`config.mk`:
```
export PLATFORM = sky130hd
export DESIGN_NAME = cbs_ctrl
export DESIGN_NICKNAME = d
export VERILOG_FILES = /design/src/cbs_pkg.sv /design/src/cbs_ctrl.sv
export SDC_FILE = /design/constraint.sdc
export NUM_CORES = 1
export LEC_CHECK = 0
export ABC_AREA = 1
export BUFFER_PORTS_ARGS = -buffer_cell sky130_fd_sc_hd__buf_2
export CORE_AREA = 10 10 47 49
export CTS_CLUSTER_DIAMETER = 30
export DETAILED_ROUTE_END_ITERATION = 10
export DIE_AREA = 0 0 57 59
export GPL_ROUTABILITY_DRIVEN = 0
export GPL_TIMING_DRIVEN = 0
export RECOVER_POWER = 50
export SETUP_SLACK_MARGIN = 0.2
export SLEW_MARGIN = 10
export SYNTH_ARGS = -nofsm -noshare
export SYNTH_HDL_FRONTEND = slang
export SYNTH_SLANG_ARGS = --single-unit
```
`constraint.sdc`:
```
create_clock -name clk -period 1.39 [get_ports clk]
set_input_delay 0.278 -clock clk [delete_from_list [all_inputs] [get_ports clk]]
set_output_delay 0.278 -clock clk [all_outputs]
set_load 0.02 [all_outputs]
```
`src/cbs_pkg.sv`:
```
`timescale 1ns / 1ps

package cbs_pkg;

    // Fixed field widths
    localparam int PIX_IN_W   = 8;
    localparam int CTR_W      = 9;
    localparam int SUM_W      = 26;
    localparam int RAD_W      = 9;
    localparam int CFG_DATA_W = 10;
    localparam int CFG_IDX_W  = 2;

    // Parameter defaults
    localparam int DEF_MAX_ROWS   = 512;
    localparam int DEF_MAX_COLS   = 512;
    localparam int DEF_PIXEL_BITS = 8;

    // Register indexes
    localparam logic [CFG_IDX_W-1:0] CFG_GRID_ROWS = 2'd0;
    localparam logic [CFG_IDX_W-1:0] CFG_GRID_COLS = 2'd1;
    localparam logic [CFG_IDX_W-1:0] CFG_RADIUS    = 2'd2;

    // Register reset values
    localparam logic [CFG_DATA_W-1:0] RST_GRID_ROWS = 10'd512;
    localparam logic [CFG_DATA_W-1:0] RST_GRID_COLS = 10'd512;
    localparam logic [RAD_W-1:0]      RST_RADIUS    = 9'd1;

    // Request kinds
    localparam logic REQ_LOAD  = 1'b0;
    localparam logic REQ_QUERY = 1'b1;

    // Window corners; bottom-right and top-left add, the other two subtract
    typedef enum logic [1:0] {
        CORNER_BR,
        CORNER_TL,
        CORNER_TR,
        CORNER_BL
    } corner_t;

    typedef struct packed {
        logic                req_type;
        logic [PIX_IN_W-1:0] value_a;
        logic [PIX_IN_W-1:0] value_b;
        logic [CTR_W-1:0]    center_row;
        logic [CTR_W-1:0]    center_col;
    } req_item_t;

    typedef struct packed {
        logic [SUM_W-1:0] sum_a;
        logic [SUM_W-1:0] sum_b;
    } rsp_item_t;

    typedef struct packed {
        logic    capture;
        logic    ld_read;
        logic    ld_write;
        logic    q_read;
        corner_t corner;
        logic    acc;
        logic    push;
    } dp_cmd_t;

    typedef struct packed {
        logic out_free;
    } dp_status_t;

endpackage

```
`src/cbs_ctrl.sv`:
```
`timescale 1ns / 1ps

module cbs_ctrl
    import cbs_pkg::*;
(
    input  logic       clk,
    input  logic       rst_n,
    input  logic       req_valid,
    input  logic       req_type,
    input  dp_status_t status,
    output dp_cmd_t    cmd,
    output logic       req_stall
);

    typedef enum logic [3:0] {
        S_IDLE,
        S_LD_RD,
        S_LD_WR,
        S_Q_RD_BR,
        S_Q_RD_TL,
        S_Q_RD_TR,
        S_Q_RD_BL,
        S_Q_ACC,
        S_Q_OUT
    } state_t;

    state_t state_reg, state_next;
    logic   stall_reg, stall_next;

    // Decode next state and commands
    always_comb
    begin
        state_next   = state_reg;
        cmd          = '0;
        cmd.corner   = CORNER_BR;
        case (state_reg)
            S_IDLE:
            begin
                if (req_valid)
                begin
                    cmd.capture = 1'b1;
                    state_next  = (req_type == REQ_QUERY) ? S_Q_RD_BR : S_LD_RD;
                end
            end
            S_LD_RD:
            begin
                cmd.ld_read = 1'b1;
                state_next  = S_LD_WR;
            end
            S_LD_WR:
            begin
                cmd.ld_write = 1'b1;
                state_next   = S_IDLE;
            end
            S_Q_RD_BR:
            begin
                cmd.q_read = 1'b1;
                cmd.corner = CORNER_BR;
                state_next = S_Q_RD_TL;
            end
            S_Q_RD_TL:
            begin
                cmd.q_read = 1'b1;
                cmd.corner = CORNER_TL;
                cmd.acc    = 1'b1;
                state_next = S_Q_RD_TR;
            end
            S_Q_RD_TR:
            begin
                cmd.q_read = 1'b1;
                cmd.corner = CORNER_TR;
                cmd.acc    = 1'b1;
                state_next = S_Q_RD_BL;
            end
            S_Q_RD_BL:
            begin
                cmd.q_read = 1'b1;
                cmd.corner = CORNER_BL;
                cmd.acc    = 1'b1;
                state_next = S_Q_ACC;
            end
            S_Q_ACC:
            begin
                cmd.acc    = 1'b1;
                state_next = S_Q_OUT;
            end
            S_Q_OUT:
            begin
                // Hold until the output register frees up
                if (status.out_free)
                begin
                    cmd.push   = 1'b1;
                    state_next = S_IDLE;
                end
            end
            default:
            begin
                state_next = S_IDLE;
            end
        endcase
        stall_next = (state_next != S_IDLE);
    end

    // State and registered stall
    always_ff @(posedge clk or negedge rst_n)
    begin
        if (!rst_n)
        begin
            state_reg <= S_IDLE;
            stall_reg <= 1'b0;
        end
        else
        begin
            state_reg <= state_next;
            stall_reg <= stall_next;
        end
    end

    assign req_stall = stall_reg;

endmodule

```
Word level (Yosys, flattened, before mapping)
Cells that the tools add are included.
{"block": "word_totals", "mem_bits_ro": 0, "ff_bits": 5, "ram_bits": 0, "word_cells": 25, "memories": 0, "latchBits": 0, "out_inout_bits": 9, "inputBits": 5}
{"block": "classes", "n_reduce_logical": 3, "n_addsub": 0, "n_shift": 0, "n_div": 0, "n_eq_ne": 8, "magnitude_cmp": 0, "muxes": 12, "n_bitwise": 0, "multipliers": 0}
{"op": "$pmux 4 s8", "count": 1}
{"op": "$eq 4x3->1 const B", "count": 4}
{"op": "$pmux 3 s4", "count": 1}
{"op": "$eq 4x2->1 const B", "count": 2}
{"op": "$mux 4", "count": 2}
{"op": "$mux 1", "count": 7}
{"op": "$eq 4x1->1 const B", "count": 1}
{"op": "$eq 4x4->1 const B", "count": 1}
{"op": "$logic_not 4->1", "count": 1}
{"op": "$reduce_bool 4->1", "count": 1}
{"op": "$reduce_or 4->1", "count": 1}
{"op": "$mux 2", "count": 1}

Longest topological paths before layout
{"block": "depth", "word_depth": 4, "depth_mapped": 6, "ltp_nobuf": 6}

Worst setup path before layout
OpenSTA, ideal clock, no wires.
{"block": "synth_path", "kind": "register -> output", "startpoint": "reg state_reg[3]", "endpoint": "out cmd[5] in the netlist's numbering", "t_arrival_ns": 1.159, "path_slack_ns": -0.047, "stages_incl_launch_ff": 2, "required_time_ns": 1.112, "path_buffers": 0, "path_cell_list": "dfrtp_1 nor4_1"}
{"element": "from (decl)", "line": "cbs_ctrl.sv:27", "source": "state_t state_reg, state_next;"}
{"element": "from (signal assigned)", "line": "cbs_ctrl.sv:114", "source": "state_reg <= state_next;"}
{"element": "to (decl)", "line": "cbs_ctrl.sv:11", "source": "output dp_cmd_t cmd,"}

==> results.cfg <==
[hold_path]
hold_path.class = in2reg

[sta]
slew_headroom_pct = 81.07
max_freq_ghz = 0.6908
drv_slew = 0
min_period_ns = 1.448
tightestPinTransition_ns = 0.2839
skew_ns = 0.002169
hold_viol = 0
whs_ns = 0.3407
setup_viol = 7
setup_ws_ns = -0.05769
fin_crit_sh_pct = 104.2
rsz0062_at_grt = yes

[placed_design]
placed_cells = 76
port_buffers = 13
placedInstanceArea_um2 = 421.7
hpwl_um = 669

[yosys]
yosys.cell_count.top_type = inv_1
syn_nets = 52
synthTopCellsByArea = dfrtp_1 38%, inv_1 11%, nand2_2 11%
ys_types = 12
synth_edf_count = 0
synth.avg_cell_area_um2 = 7.028
synth-seq-cells = 5
syn_area_um2 = 330.3
synth-async-reset-ratio_pct = 100.0
yosysWarningCount = 0
synth_top_area_share_pct = 37.88
yosysSeqAreaShare_pct = 37.88
netlist_top_cells_count = 10 x inv_1, 8 x nand2_1, 6 x nand2_2
ys.flop_type = dfrtp_1
yosysTopAreaCell = dfrtp_1
netlist_instances = 47

[layout]
area_delta_synth_final_pct = 91.67
seq_area_um2 = 130.1
fin_cells = 91
fin_util_pct = 45.18
multi_input_area_um2 = 206.4
final_area_um2 = 633.1
final_nets = 81
drive_gt1_share_pct = 76.00
largest_reg_flops = 4
n_fill_cell = 150
antenna_cells = 0

[route]
postRouteAntennaNets = 0
drt-pass1-iter-count = 2
vias_per_cell = 4.022
wirelength_um = 969
num_vias = 366
first_iter_violations = 5
drc_errors = 0
wl_per_cell_um = 10.65

[outcome]
violations = negative setup slack
status = finished, violations left

[clock_network]
cts_buffers = 3
clock_latency_ns = 0.24
cts-root-buf = clkbuf_4
clock_sinks = 5
cts_buffer_depth = 2
clk_pin_slew_ns = 0.04
cts_tree = yes
cts_max_level = 1

[run]
cap_violations = 0

[floorplan]
die_y_um = 59
start_util_pct = 23.57
num_rows = 14
pin_count = 14
fp.coreArea_mm2 = 0.001401
dieArea_mm2 = 0.003363
die_width_um = 57

[critical_path]
critPathArrivalTime_ns = 1.17
critPathRequiredTime_ns = 1.11
timing.critical_path.mode_cell = nand2_2
cp-start-kind = flop
critPathTopFamily = flip-flops
crit_chain = nor2_4 > nand2_2 > nand2_2 > buf_6
crit_buf_inv = 1
crit_slowest_cell = dfrtp_2
worst_path_largest_cell_delay_ns = 0.45
end_kind = output pin
worstSetupPathType = reg2out
cp_max_fo = 5

[power]
vdd_drop_max_v = 0.001013
power.leakage_nw = 0.3404
power_density_mw_per_mm2 = 2723
power_mw = 1.724

[global_route]
grt_max_degree = 6
antenna_found_initial = 0
grt_use_total_pct = 5.944
gr-total-overflow = 0
grt_pass1_wl_um = 1545
grt_pass1_vias = 367
## layer usage
layer | track usage [%] | vias up | wire [µm]
met1 | 4.802 | 163 | 345
met4 | 4.027 | 0 | 0
met3 | 3.648 | 0 | 89
met5 | 0 | - | 0
li1 | - | 195 | -
met2 | 10.54 | 8 | 534
## tightest hold or removal path, stage by stage
cell and delay, ns:
buf_2 0.12, nand3_2 0.08, nand2_2 0.06
## report_power, final
| part | internal, mW | switching (mW) | leakage [nW] | total (mW) |
|---|---|---|---|---|
| sequential | 0.218 | 0.0933 | 0.0565 | 0.311 |
| clock | 0.108 | 0.0522 | 0.0150 | 0.160 |
| combinational | 0.619 | 0.633 | 0.269 | 1.25 |
## path summary, 6_finish.rpt
check / slack [ns] / from / end / depth (start not counted)
setup / recovery: -0.06 / state_reg[3]$_DFF_PN0_ / cmd[4] / 4
hold / removal: 0.34 / req_valid / state_reg[0]$_DFF_PN0_ / 3
setup reg to reg: 0.11 / state_reg[1]$_DFF_PN0_ / req_stall$_DFF_PN0_ / 8
hold reg to reg: 0.65 / state_reg[2]$_DFF_PN0_ / state_reg[2]$_DFF_PN0_ / 3
max in group asynchronous: 0.72 / rst_n / state_reg[3]$_DFF_PN0_ / 2
min in group asynchronous: 0.43 / rst_n / req_stall$_DFF_PN0_ / 2
## kinds of logic after synthesis
kind of cell	after synthesis	share of synthesized area [%]
buf+inv	12	13.64
flops	5	37.88
simple gates	30	48.49
## area by class of cell
type,instances,area share [%]
multi-input cells,30,32.61
clock buffers,4,4.150
flip-flops and latches,5,20.55
inverters,12,7.510
repair buffers,24,32.02
well taps,16,3.162
## per-stage QoR
stage | worst slack, ns | setup TNS, ns
floorplan | 0.1671 | 0
global placement | 0.09801 | 0
detailed placement | 0.1061 | 0
CTS | -0.07235 | -0.3317
global route | -0.1282 | -0.8083
finish | -0.05769 | -0.2386
## layout by cell type, fill, tap and decap left out
cell type      netlist  final
nor2_2               4      1
dlygate4sd3_1        0      1
nand3_2              1      2
buf_6                0      9
dfrtp_2              0      4
nand4_1              1      1
clkbuf_1             0      2
clkbuf_4             0      3
inv_1               10      2
nor2_4               1      5
dfrtp_1              5      1
nor4_2               0      1
buf_4                0      9
inv_2                2      9
nand2_4              0      1
nor2_1               5      4
inv_4                0      1
buf_2                0      4
nand2_2              6      8
nand3_1              3      2
nand2_1              8      5
## what timing repair did
| item | in CTS | in global routing |
|---|---|---|
| resized for setup | 22 | 17 |
| pin swaps | 7 | 8 |
| hold buffers | 1 | 0 |
| endpoints found under the hold margin | 5 | 0 |
| buffers inserted | 7 | 3 |
| endpoints found under the setup margin | 8 | 10 |
Power figures use the tool's default switching activity.
